### config.mk
export PLATFORM = sky130hd
export DESIGN_NAME = quoted_printable_encoder
export DESIGN_NICKNAME = d
export VERILOG_FILES = /design/src/hw/rtl/qpe_pkg.sv /design/src/hw/rtl/qpe_core.sv /design/src/hw/rtl/qpe_serializer.sv /design/src/hw/rtl/quoted_printable_encoder.sv
export SDC_FILE = /design/constraint.sdc
export NUM_CORES = 1
export LEC_CHECK = 0
export ABC_CLOCK_PERIOD_IN_PS = 12600
export BUFFER_PORTS_ARGS = -buffer_cell sky130_fd_sc_hd__buf_2
export CORE_MARGIN = 1
export CORE_UTILIZATION = 60
export CTS_CLUSTER_DIAMETER = 30
export DETAILED_ROUTE_END_ITERATION = 10
export PLACE_DENSITY = 0.82
export SLEW_MARGIN = 10
export SYNTH_ARGS = -nofsm -noshare
export SYNTH_HDL_FRONTEND = slang
export SYNTH_SLANG_ARGS = --single-unit
### constraint.sdc
create_clock -name clk -period 12.6 [get_ports clk]
set_input_delay 2.52 -clock clk [delete_from_list [all_inputs] [get_ports clk]]
set_output_delay 2.52 -clock clk [all_outputs]
set_load 0.005 [all_outputs]
### src/hw/rtl/qpe_pkg.sv
// ----------------------------------------------------------------------------
// qpe_pkg
// Shared types, character codes and encode helpers for the quoted-printable
// encoder.
// ----------------------------------------------------------------------------
package qpe_pkg;

  // Configuration port geometry
  localparam int APB_ADDR_W = 3;
  localparam int APB_DATA_W = 32;

  // Register word index (paddr[2]); everything else is out of range
  localparam logic REG_LINE_LIMIT = 1'b0;

  localparam logic [7:0] LIMIT_RESET = 8'd76;

  // Character codes
  localparam logic [7:0] CHAR_TAB = 8'h09;
  localparam logic [7:0] CHAR_LF  = 8'h0A;
  localparam logic [7:0] CHAR_CR  = 8'h0D;
  localparam logic [7:0] CHAR_SP  = 8'h20;
  localparam logic [7:0] CHAR_EQ  = 8'h3D;
  localparam logic [7:0] PRINT_LO = 8'd33;
  localparam logic [7:0] PRINT_HI = 8'd126;

  // Up to six output characters from one encoded byte
  typedef struct packed {
    logic [5:0][7:0] chars;
    logic [2:0]      count;
  } qpe_seg_t;

  typedef struct packed {
    qpe_seg_t   seg;
    logic [7:0] len;
  } qpe_enc_t;

  // Everything one input request produces, handed to the serializer
  typedef struct packed {
    qpe_seg_t seg_a;
    qpe_seg_t seg_b;
    logic     item_last;
    logic     has_out;
  } qpe_step_t;

  typedef struct packed {
    logic       pending_valid;
    logic [7:0] line_length;
  } qpe_status_t;

  // Upper-case hex digit
  function automatic logic [7:0] qpe_hex(input logic [3:0] n);
    logic [7:0] r;
    if (n < 4'd10) begin
      r = 8'h30 + {4'h0, n};
    end else begin
      r = 8'h37 + {4'h0, n};
    end
    return r;
  endfunction

  // Encode one byte given the following byte and the current line length
  function automatic qpe_enc_t qpe_encode(input logic [7:0] c, input logic has_next,
                                          input logic [7:0] nxt, input logic [7:0] len,
                                          input logic [7:0] lim);
    logic [7:0] lit_thr;
    logic [7:0] enc_thr;
    logic       literal;
    logic [7:0] base;
    logic [8:0] sum;
    qpe_enc_t   r;
    lit_thr = (lim >= 8'd1) ? lim - 8'd1 : 8'd0;
    enc_thr = (lim >= 8'd3) ? lim - 8'd3 : 8'd0;
    literal = (c >= PRINT_LO && c <= PRINT_HI && c != CHAR_EQ) || c == CHAR_TAB ||
              (c == CHAR_SP && has_next && nxt != CHAR_CR && nxt != CHAR_LF);
    r    = '0;
    base = len;
    sum  = 9'd0;
    if (literal) begin
      if (len >= lit_thr) begin
        r.seg.chars[0] = CHAR_EQ;
        r.seg.chars[1] = CHAR_CR;
        r.seg.chars[2] = CHAR_LF;
        r.seg.chars[3] = c;
        r.seg.count    = 3'd4;
        base           = 8'd0;
      end else begin
        r.seg.chars[0] = c;
        r.seg.count    = 3'd1;
      end
      sum = {1'b0, base} + 9'd1;
    end else if (c == CHAR_LF) begin
      r.seg.chars[0] = CHAR_CR;
      r.seg.chars[1] = CHAR_LF;
      r.seg.count    = 3'd2;
    end else begin
      if (len >= enc_thr) begin
        r.seg.chars[0] = CHAR_EQ;
        r.seg.chars[1] = CHAR_CR;
        r.seg.chars[2] = CHAR_LF;
        r.seg.chars[3] = CHAR_EQ;
        r.seg.chars[4] = qpe_hex(c[7:4]);
        r.seg.chars[5] = qpe_hex(c[3:0]);
        r.seg.count    = 3'd6;
        base           = 8'd0;
      end else begin
        r.seg.chars[0] = CHAR_EQ;
        r.seg.chars[1] = qpe_hex(c[7:4]);
        r.seg.chars[2] = qpe_hex(c[3:0]);
        r.seg.count    = 3'd3;
      end
      sum = {1'b0, base} + 9'd3;
    end
    // Saturate at the limit; a hard line break leaves len at zero
    if (c == CHAR_LF && !literal) begin
      r.len = 8'd0;
    end else if (sum > {1'b0, lim}) begin
      r.len = lim;
    end else begin
      r.len = sum[7:0];
    end
    return r;
  endfunction

endpackage

### src/hw/rtl/qpe_core.sv
// ----------------------------------------------------------------------------
// qpe_core
// Look-ahead state (held-back byte, line length) and the encode logic that
// turns one input request into up to two output segments.
// ----------------------------------------------------------------------------
module qpe_core (
  input  logic                clk,
  input  logic                rst,
  input  logic                accept,
  input  logic [7:0]          data_byte,
  input  logic                is_last,
  input  logic [7:0]          line_limit,
  output qpe_pkg::qpe_step_t  step,
  output qpe_pkg::qpe_status_t status
);
  import qpe_pkg::*;

  logic [7:0] pending_byte, pending_byte_next;
  logic       pending_valid, pending_valid_next;
  logic [7:0] line_length, line_length_next;

  qpe_enc_t   enc_pend;
  qpe_enc_t   enc_data;
  logic [7:0] mid_len;

  // Encode the held-back byte, then the incoming one when it ends the message
  always_comb begin
    enc_pend = qpe_encode(pending_byte, 1'b1, data_byte, line_length, line_limit);
    mid_len  = pending_valid ? enc_pend.len : line_length;
    enc_data = qpe_encode(data_byte, 1'b0, 8'd0, mid_len, line_limit);

    step               = '0;
    step.item_last     = is_last;
    pending_byte_next  = pending_byte;
    pending_valid_next = pending_valid;
    line_length_next   = line_length;

    if (pending_valid && pending_byte == CHAR_CR && data_byte == CHAR_LF) begin
      // CR LF pair: hard line break
      step.seg_a.chars[0] = CHAR_CR;
      step.seg_a.chars[1] = CHAR_LF;
      step.seg_a.count    = 3'd2;
      step.has_out        = 1'b1;
      pending_valid_next  = 1'b0;
      pending_byte_next   = 8'd0;
      line_length_next    = 8'd0;
    end else if (pending_valid) begin
      step.seg_a       = enc_pend.seg;
      step.has_out     = 1'b1;
      line_length_next = enc_pend.len;
      if (is_last) begin
        step.seg_b = enc_data.seg;
      end else begin
        pending_byte_next = data_byte;
      end
    end else if (is_last) begin
      step.seg_a   = enc_data.seg;
      step.has_out = 1'b1;
    end else begin
      // First byte of a pair: only held back
      pending_byte_next  = data_byte;
      pending_valid_next = 1'b1;
    end

    if (is_last) begin
      pending_byte_next  = 8'd0;
      pending_valid_next = 1'b0;
      line_length_next   = 8'd0;
    end
  end

  // State registers
  always_ff @(posedge clk) begin
    if (rst) begin
      pending_byte  <= 8'd0;
      pending_valid <= 1'b0;
      line_length   <= 8'd0;
    end else if (accept) begin
      pending_byte  <= pending_byte_next;
      pending_valid <= pending_valid_next;
      line_length   <= line_length_next;
    end
  end

  assign status.pending_valid = pending_valid;
  assign status.line_length   = line_length;

endmodule

### src/hw/rtl/qpe_serializer.sv
// ----------------------------------------------------------------------------
// qpe_serializer
// Result register for one request's segments; sends one character per cycle
// while out_ready is high, taking the next request as the final one leaves.
// ----------------------------------------------------------------------------
module qpe_serializer (
  input  logic               clk,
  input  logic               rst,
  input  logic               load,
  input  qpe_pkg::qpe_step_t step,
  output logic               can_load,
  output logic               out_valid,
  input  logic               out_ready,
  output logic [7:0]         out_byte,
  output logic               run_last,
  output logic               message_end
);
  import qpe_pkg::*;

  qpe_step_t  hold;
  logic       busy;
  logic       phase;
  logic [2:0] idx;

  logic       seg_end;
  logic       fire;

  always_comb begin
    fire     = busy && out_ready;
    seg_end  = phase ? (idx == hold.seg_b.count - 3'd1) : (idx == hold.seg_a.count - 3'd1);
    run_last = seg_end && (phase || hold.seg_b.count == 3'd0);
    out_byte = phase ? hold.seg_b.chars[idx] : hold.seg_a.chars[idx];
    can_load = !busy || (fire && run_last);
  end

  assign out_valid   = busy;
  assign message_end = run_last && hold.item_last;

  // Payload register
  always_ff @(posedge clk) begin
    if (load && can_load) begin
      hold <= step;
    end
  end

  // Read position and occupancy
  always_ff @(posedge clk) begin
    if (rst) begin
      busy  <= 1'b0;
      phase <= 1'b0;
      idx   <= 3'd0;
    end else if (load && can_load) begin
      busy  <= 1'b1;
      phase <= 1'b0;
      idx   <= 3'd0;
    end else if (fire) begin
      if (run_last) begin
        busy <= 1'b0;
      end else if (seg_end) begin
        phase <= 1'b1;
        idx   <= 3'd0;
      end else begin
        idx <= idx + 3'd1;
      end
    end
  end

endmodule

### src/hw/rtl/quoted_printable_encoder.sv
// ----------------------------------------------------------------------------
// quoted_printable_encoder
// Streaming quoted-printable encoder with a programmable line limit.
// ----------------------------------------------------------------------------
// Each input request carries one raw byte; the byte is held back until the
// next one arrives, so a request yields zero to twelve output characters,
// sent one per cycle while m_tready is high. An input request is taken in
// the same cycle the last character of the previous one leaves, so the block
// runs at one character per cycle unless m_tready stalls it. An encoded byte
// gives one character as a literal or three as an escaped byte, and three
// more with a soft break; a request that only stores a held-back byte gives
// none. line_limit (address 0, reset 76)
// may only be changed while no message is in flight. m_tlast marks the final
// character of a message; m_tuser marks the final character of each request.
module quoted_printable_encoder (
  input  logic                            clk,
  input  logic                            rst,
  // APB configuration
  input  logic                            psel,
  input  logic                            penable,
  input  logic                            pwrite,
  input  logic [qpe_pkg::APB_ADDR_W-1:0]  paddr,
  input  logic [qpe_pkg::APB_DATA_W-1:0]  pwdata,
  output logic [qpe_pkg::APB_DATA_W-1:0]  prdata,
  output logic                            pready,
  // Input stream
  input  logic                            s_tvalid,
  output logic                            s_tready,
  input  logic [7:0]                      s_tdata,   // [7:0] data_byte
  input  logic                            s_tlast,   // is_last
  // Output stream
  output logic                            m_tvalid,
  input  logic                            m_tready,
  output logic [7:0]                      m_tdata,   // [7:0] out_byte
  output logic                            m_tlast,   // message_end
  output logic                            m_tuser    // [0] run_last
);
  import qpe_pkg::*;

  logic [7:0]  line_limit;
  logic        s_fire;
  logic        can_load;
  qpe_step_t   step;
  qpe_status_t status;

  // Configuration register
  assign pready = 1'b1;

  always_ff @(posedge clk) begin
    if (rst) begin
      line_limit <= LIMIT_RESET;
    end else if (psel && penable && pwrite && paddr[2] == REG_LINE_LIMIT) begin
      line_limit <= pwdata[7:0];
    end
  end

  assign prdata = (paddr[2] == REG_LINE_LIMIT) ?
                  {{(APB_DATA_W-8){1'b0}}, line_limit} : '0;

  // Input handshake
  assign s_tready = can_load;
  assign s_fire   = s_tvalid && s_tready;

  qpe_core u_core (
    .clk        (clk),
    .rst        (rst),
    .accept     (s_fire),
    .data_byte  (s_tdata),
    .is_last    (s_tlast),
    .line_limit (line_limit),
    .step       (step),
    .status     (status)
  );

  qpe_serializer u_ser (
    .clk         (clk),
    .rst         (rst),
    .load        (s_fire && step.has_out),
    .step        (step),
    .can_load    (can_load),
    .out_valid   (m_tvalid),
    .out_ready   (m_tready),
    .out_byte    (m_tdata),
    .run_last    (m_tuser),
    .message_end (m_tlast)
  );

  // Assertions
  a_end_clears: assert property (@(posedge clk) disable iff (rst)
    (s_fire && s_tlast) |=> (!status.pending_valid && status.line_length == 8'd0))
    else $error("state not cleared after message end");

  a_first_held: assert property (@(posedge clk) disable iff (rst)
    (s_fire && !s_tlast && !status.pending_valid) |=> status.pending_valid)
    else $error("first byte of a pair not held back");

  a_end_is_run_end: assert property (@(posedge clk) disable iff (rst)
    (m_tvalid && m_tlast) |-> m_tuser)
    else $error("message end without request end");

  a_idle_ready: assert property (@(posedge clk) disable iff (rst)
    !m_tvalid |-> s_tready)
    else $error("input stalled with empty output");

endmodule
* Word-level counts from Yosys, hierarchy flattened
Cells that the tools add are included.
Storage, ports and cells: word-level logic and storage cells 156, output and inout bits 45, bits in registers 133, input port bits 51
Cells by class: muxes and demuxes 54, bitwise operators 3, equality and inequality tests 12, magnitude comparators 16, add/subtract/negate cells 15, reduce and logical (&&, ||, !) cells 34
Operator list (count):
- two-way mux 8 bit | 22
- two-way mux 51 bit | 2
- two-way mux 24 bit | 4
- two-way mux 35 bit | 2
- two-way mux 32 bit | 2
- adder 6 x 4 -> 7 bit (first input constant) | 8
- two-way mux 27 bit | 2
- binary-select mux 8 bit (select 3 bit) | 2
- equality test 8 x 4 -> 1 bit (second input constant) | 5
- two-way mux 19 bit | 2
- greater-or-equal comparator 8 bit | 4
- two-way mux 16 bit | 2
- two-way mux 11 bit | 2
- logical AND 1 bit | 19
- two-way mux 9 bit | 2
- greater-or-equal comparator 8 x 6 -> 1 bit (second input constant) | 2
- less-or-equal comparator 8 x 7 -> 1 bit (second input constant) | 2
- < comparator 4 bit (second input constant) | 4
- != test 8 x 4 -> 1 bit (second input constant) | 2
- != test 8 x 6 -> 1 bit (second input constant) | 2
- adder 8 x 1 -> 9 bit (second input constant) | 1
- adder 8 x 2 -> 9 bit (second input constant) | 1
- > comparator 9 x 8 -> 1 bit | 1
- two-way mux 1 bit | 9
- other kinds (18) | 30

* Longest topological paths before layout
depth after elaboration 19, depth in mapped cells 36

* By module
A second synthesis with hierarchy kept.
Unflattened totals: cell total of the unflattened synthesis 905, area, all modules 9078.7 um^2
Modules (own cells, without submodules):
- qpe_core | cells an instance 632, times used 1, sequential area each 340.3 um^2, area each 4256.6 um^2
- qpe_serializer | cells an instance 201, times used 1, sequential area each 3193.1 um^2, area each 4194.0 um^2
- quoted_printable_encoder | cells an instance 72, times used 1, sequential area each 160.2 um^2, area each 628.1 um^2

* Worst setup path after synthesis
No wires, ideal clock.
kind input to register, start point input m_tready, end point register u_core.line_length[1], library setup time 0.128 ns, arrival time 7.834 ns, setup slack 4.638 ns, cell stages on the path 7, data required time 12.472 ns, path through inv_1 -> o31ai_4 -> nand2_1 -> nor2_1 -> or2_2 -> clkbuf_1 -> o22ai_1
On the way: word-level cells in the longest chain between the ends 4
RTL lines:
- start: declaration | line quoted_printable_encoder.sv:33 | input logic m_tready,
- logical AND 1 bit | line qpe_serializer.sv:29 | fire = busy && out_ready;
- logical AND 1 bit | line qpe_serializer.sv:33 | can_load = !busy || (fire && run_last);
- logical OR 1 bit | line qpe_serializer.sv:33
- via s_tready | line quoted_printable_encoder.sv:28 | output logic s_tready,
- logical AND 1 bit | line quoted_printable_encoder.sv:62 | assign s_fire = s_tvalid && s_tready;
- end signal: assignment | line qpe_core.sv:81 | line_length <= line_length_next;
- end: declaration | line qpe_core.sv:20 | logic [7:0] line_length, line_length_next;
The timed path passes the listed nets, and every way through them passes these cells. A chain may end at the register's enable or synchronous reset.

* Worst setup path after layout
start point input s_tdata[5], end point register u_ser.hold[84] in the netlist's numbering, data pin
On the way: word-level cells in the longest chain between the ends 15
RTL lines:
- start: declaration | line quoted_printable_encoder.sv:29 | input logic [7:0] s_tdata,
- != test 8 x 4 -> 1 bit | line qpe_pkg.sv:74 | (c == CHAR_SP && has_next && nxt != CHAR_CR && nxt != CHAR_LF);
- logical AND 1 bit (2 in series) | line qpe_pkg.sv:74
- logical OR 1 bit | line qpe_pkg.sv:73 | literal = (c >= PRINT_LO && c <= PRINT_HI && c != CHAR_EQ) || c == CHAR_TAB ||
- two-way mux 9 bit | line qpe_pkg.sv:78 | if (literal) begin
- > comparator 9 x 8 -> 1 bit | line qpe_pkg.sv:116 | end else if (sum > {1'b0, lim}) begin
- two-way mux 8 bit | line qpe_pkg.sv:116
- two-way mux 8 bit | line qpe_pkg.sv:114 | if (c == CHAR_LF && !literal) begin
- two-way mux 8 bit
- greater-or-equal comparator 8 bit | line qpe_pkg.sv:96 | if (len >= enc_thr) begin
- two-way mux 24 bit | line qpe_pkg.sv:96
- two-way mux 32 bit | line qpe_pkg.sv:91 | end else if (c == CHAR_LF) begin
- two-way mux 35 bit | line qpe_pkg.sv:78
- two-way mux 51 bit | line qpe_core.sv:56 | end else if (is_last) begin
- two-way mux 51 bit | line qpe_core.sv:47 | end else if (pending_valid) begin
- end signal: assignment | line qpe_serializer.sv:42 | hold <= step;
- end: declaration | line qpe_serializer.sv:20 | qpe_step_t hold;
Several ways; a longest one is shown, not always the timed one.

==> reports/qor.yml <==
floorplanning:
  fp.dieW_um: 120
  dieHeight_um: 120
  io_pins: 96
  dieArea_um2: 14400
  fp-row-count: 42
  core_area_um2: 13400
  start_util: 0.624
power_and_ir_drop:
  switching_share: 0.252
  ir_worst_vdd_uv: 95.5
  seq_power_share: 0.434
  intPower_uw: 820
  power_switching_uw: 276
  p_leak_nw: 3.45
  pwr-share-clk: 0.449
  powerDensity_nw_per_um2: 120
  p_comb_frac: 0.116
logic_synthesis:
  syn_area_per_cell_um2: 10.1
  synth_area_leaders: "edfxtp_1 (34%), ha_1 (9.0%), dfxtp_1 (7.2%)"
  synth_top_area_frac: 0.341
  synth_area_leader_cell: "edfxtp_1"
  syn_inst: 831
  ys.flop_type: "edfxtp_1"
  synth_area_um2: 8370
  synthArstFlopShare: 0
  ys_ff_latch: 125
  yosysSeqAreaShare: 0.413
  yosysUniqueCellTypes: 81
  synth_edf_count: 95
  synth_warnings: 0
setup_path:
  required_ns: 12.75
  path_class: "in2reg"
  cp_max_fo: 12
  cp_data_arrival_time_ns: 9.27
  start_kind: "input pin"
  cp-end-kind: "flip-flop"
place:
  portBuffers: 44
  pre_cts_ws_ns: 3.40
  place.gp.congestion: 0.978
  dpl.hpwl_mm: 15.4
drt:
  drcViolationCount: 0
  drtAntennaViolNets: 0
  post_drt_via_cell_ratio: 6.55
  drtPass1Iterations: 7
  drt_iter0_drc: 1018
  wire_per_inst_um: 20.5
  routed_wl_mm: 21.4
  via_count: 6848
clock_network:
  cts_tree: "done"
  cts_buffers: 17
  post-cts-setup-buffers: 0
  cts.path.max_buffers: 2
  ctsRootBufferMaster: "clkbuf_16"
  clock_sinks: 125
  post_cts_resized: 0
  hold_buffers: 0
  clk_latency_ns: 0.43
  clk_pin_slew_worst_paths_ns: 0.06
  cts_max_level: 4
sta:
  fin_crit_sh: 0.724
  slew_viol_final: 0
  setup_viol: 0
  fin_crit_ns: 9.12
  finalSetupTns_ns: 0
  rsz0062_at_grt: "no"
  hold_viol_final: 0
  skew_ns: 0.0110
  relSlewSlack: 0.280
  fmax_mhz: 110
  fin_ws_ns: 3.48
  tightest_slew_ns: 1.08
run_status:
  status: "complete, no violations"
grt:
  antenna_found_initial: 0
  grt_max_degree: 82
  track_usage: 0.310
  grt_pass1_wl_mm: 33.8
  grt_pass1_vias: 6341
  overflow: 0
cells_and_area:
  nets: 968
  layout-drive-gt1-share: 0.146
  diodes: 0
  syn_to_final_growth_pct: 9.57
job:
  timing.max_cap.violations: 0
hold_path:
  min_path_type: "reg2reg"
## cells in the mapped netlist, types with 3 or more instances
cell type    n
nand4_1      5
a2bb2oi_1    4
o22ai_1     45
and2_1      13
a31oi_1      4
a211o_1      3
nand3b_1    10
o31ai_1      7
nor2b_1      5
o21ai_0     32
and3_1       5
nand4b_1     3
xor2_1       3
a21o_1      10
buf_1        5
clkinv_1     3
nand2_1     71
nand2b_1     9
mux4_2      21
o32ai_1      3
edfxtp_1    95
o21a_1      10
a22oi_1     10
inv_1       28
clkbuf_1    24
nand3_1     13
xnor2_1     15
dfxtp_1     30
ha_1        60
nor2_1     100
mux2i_1     22
buf_4       29
nor3_1      19
buf_2       11
or3_1        5
a21oi_1     38
## registers in the layout, summed over array words and instances, names as in the netlist
name,flops
u_ser.out_valid,1
u_core.pending_valid,1
line_limit,8
u_ser.phase,1
u_ser.hold,95
u_ser.idx,3
u_core.line_length,8
u_core.pending_byte,8
## worst paths after layout
path	startpoint	endpoint	slack (ns)	cells past startpoint
worst max register to register	line_limit[2]	u_ser.hold[84]	3.93	32
worst min-delay path	line_limit[5]	line_limit[5]	0.50	2
worst min register to register	line_limit[5]	line_limit[5]	0.50	2
worst max-delay path	s_tdata[5]	u_ser.hold[84]	3.48	27
## final cells by class
class | instances | area [um^2]
well taps | 176 | 220
fillers | 994 | 4230
clock buffers | 17 | 425
multi-input cells | 633 | 4520
clock inverters | 15 | 170
repair buffers | 49 | 258
inverters | 31 | 116
flip-flops and latches | 125 | 3450
## placed cells by master, fill, tap and decap left out, types with 6 or more instances in the layout
cell       netlist  routed
nor2_1         100      99
edfxtp_1        95      95
nand2_1         71      71
ha_1            60      60
o22ai_1         45      45
buf_2           11      44
a21oi_1         38      38
o21ai_0         32      32
dfxtp_1         30      30
conb_1           2      29
inv_1           28      28
mux2i_1         22      22
mux4_2          21      21
nor3_1          19      19
clkbuf_16        0      17
xnor2_1         15      15
nand3_1         13      13
and2_1          13      13
o21a_1          10      10
a21o_1          10      10
a22oi_1         10      10
nand3b_1        10      10
nand2b_1         9       9
o31ai_1          7       7
clkinv_1         3       6
## critical path, stage by stage
cell and delay (ns):
buf_2 0.17, inv_1 0.13, ha_1 0.27, nand4bb_1 0.15
o2111ai_2 0.30, o31ai_4 0.24, nor3_2 0.42, a22oi_1 0.13
or3_1 0.35, nand2_1 0.09, ha_1 0.23, o21a_1 0.11
o21ai_0 0.13, a21oi_1 0.06, o31ai_1 0.38, o21ai_4 0.20
mux2i_1 0.18, a22oi_1 0.37, ha_1 0.31, nand2b_1 0.14
a21o_1 0.17, a21oi_1 0.16, o21ai_0 0.15, o41a_1 0.47
a21oi_1 0.90, or2_1 0.37, o22ai_1 0.15
## layer usage
metal / global-route usage / wire length, um / up-vias
met2: 0.476 / 9770 / 460
met1: 0.417 / 8470 / 3194
met3: 0.0756 / 2450 / 81
met5: 0 / 0 / -
met4: 0.132 / 742 / 0
li1: - / - / 3113
## cells by family (layout without fill, tap and decap cells)
kind of cell,after synthesis,in the layout,share of synthesized area
AND/OR/NAND/NOR,279,279,0.160
AO/OA/AOI/OAI,203,203,0.174
flip-flops,125,125,0.413
buffers and inverters,100,112,0.0595
adder cells (fa/ha/maj),60,60,0.0897
multiplexers,44,44,0.0842
XOR/XNOR,18,18,0.0188
other,2,29,0.000898
## through the flow
step	power (mW)	std cells	area, um^2	hold slack [ns]	util
2_1_floorplan	0.579	858	8470	0.467	-
3_3_place_gp	0.604	1014	8570	0.477	0.640
3_5_place_dp	0.607	1014	8570	0.486	0.640
4_1_cts	1.10	1046	9170	0.496	0.684
5_1_grt	1.13	1046	9170	0.526	0.684
6_report	1.10	1046	9170	0.499	0.684
## power by group through the flow
stage / clock (mW) / sequential (mW) / combinational (mW)
global route: 0.510 / 0.478 / 0.139
global placement: 0 / 0.483 / 0.121
CTS: 0.495 / 0.476 / 0.125
floorplan: 0 / 0.480 / 0.0989
detailed placement: 0 / 0.484 / 0.123
finish: 0.493 / 0.476 / 0.128
(Power assumes the default switching activity.)
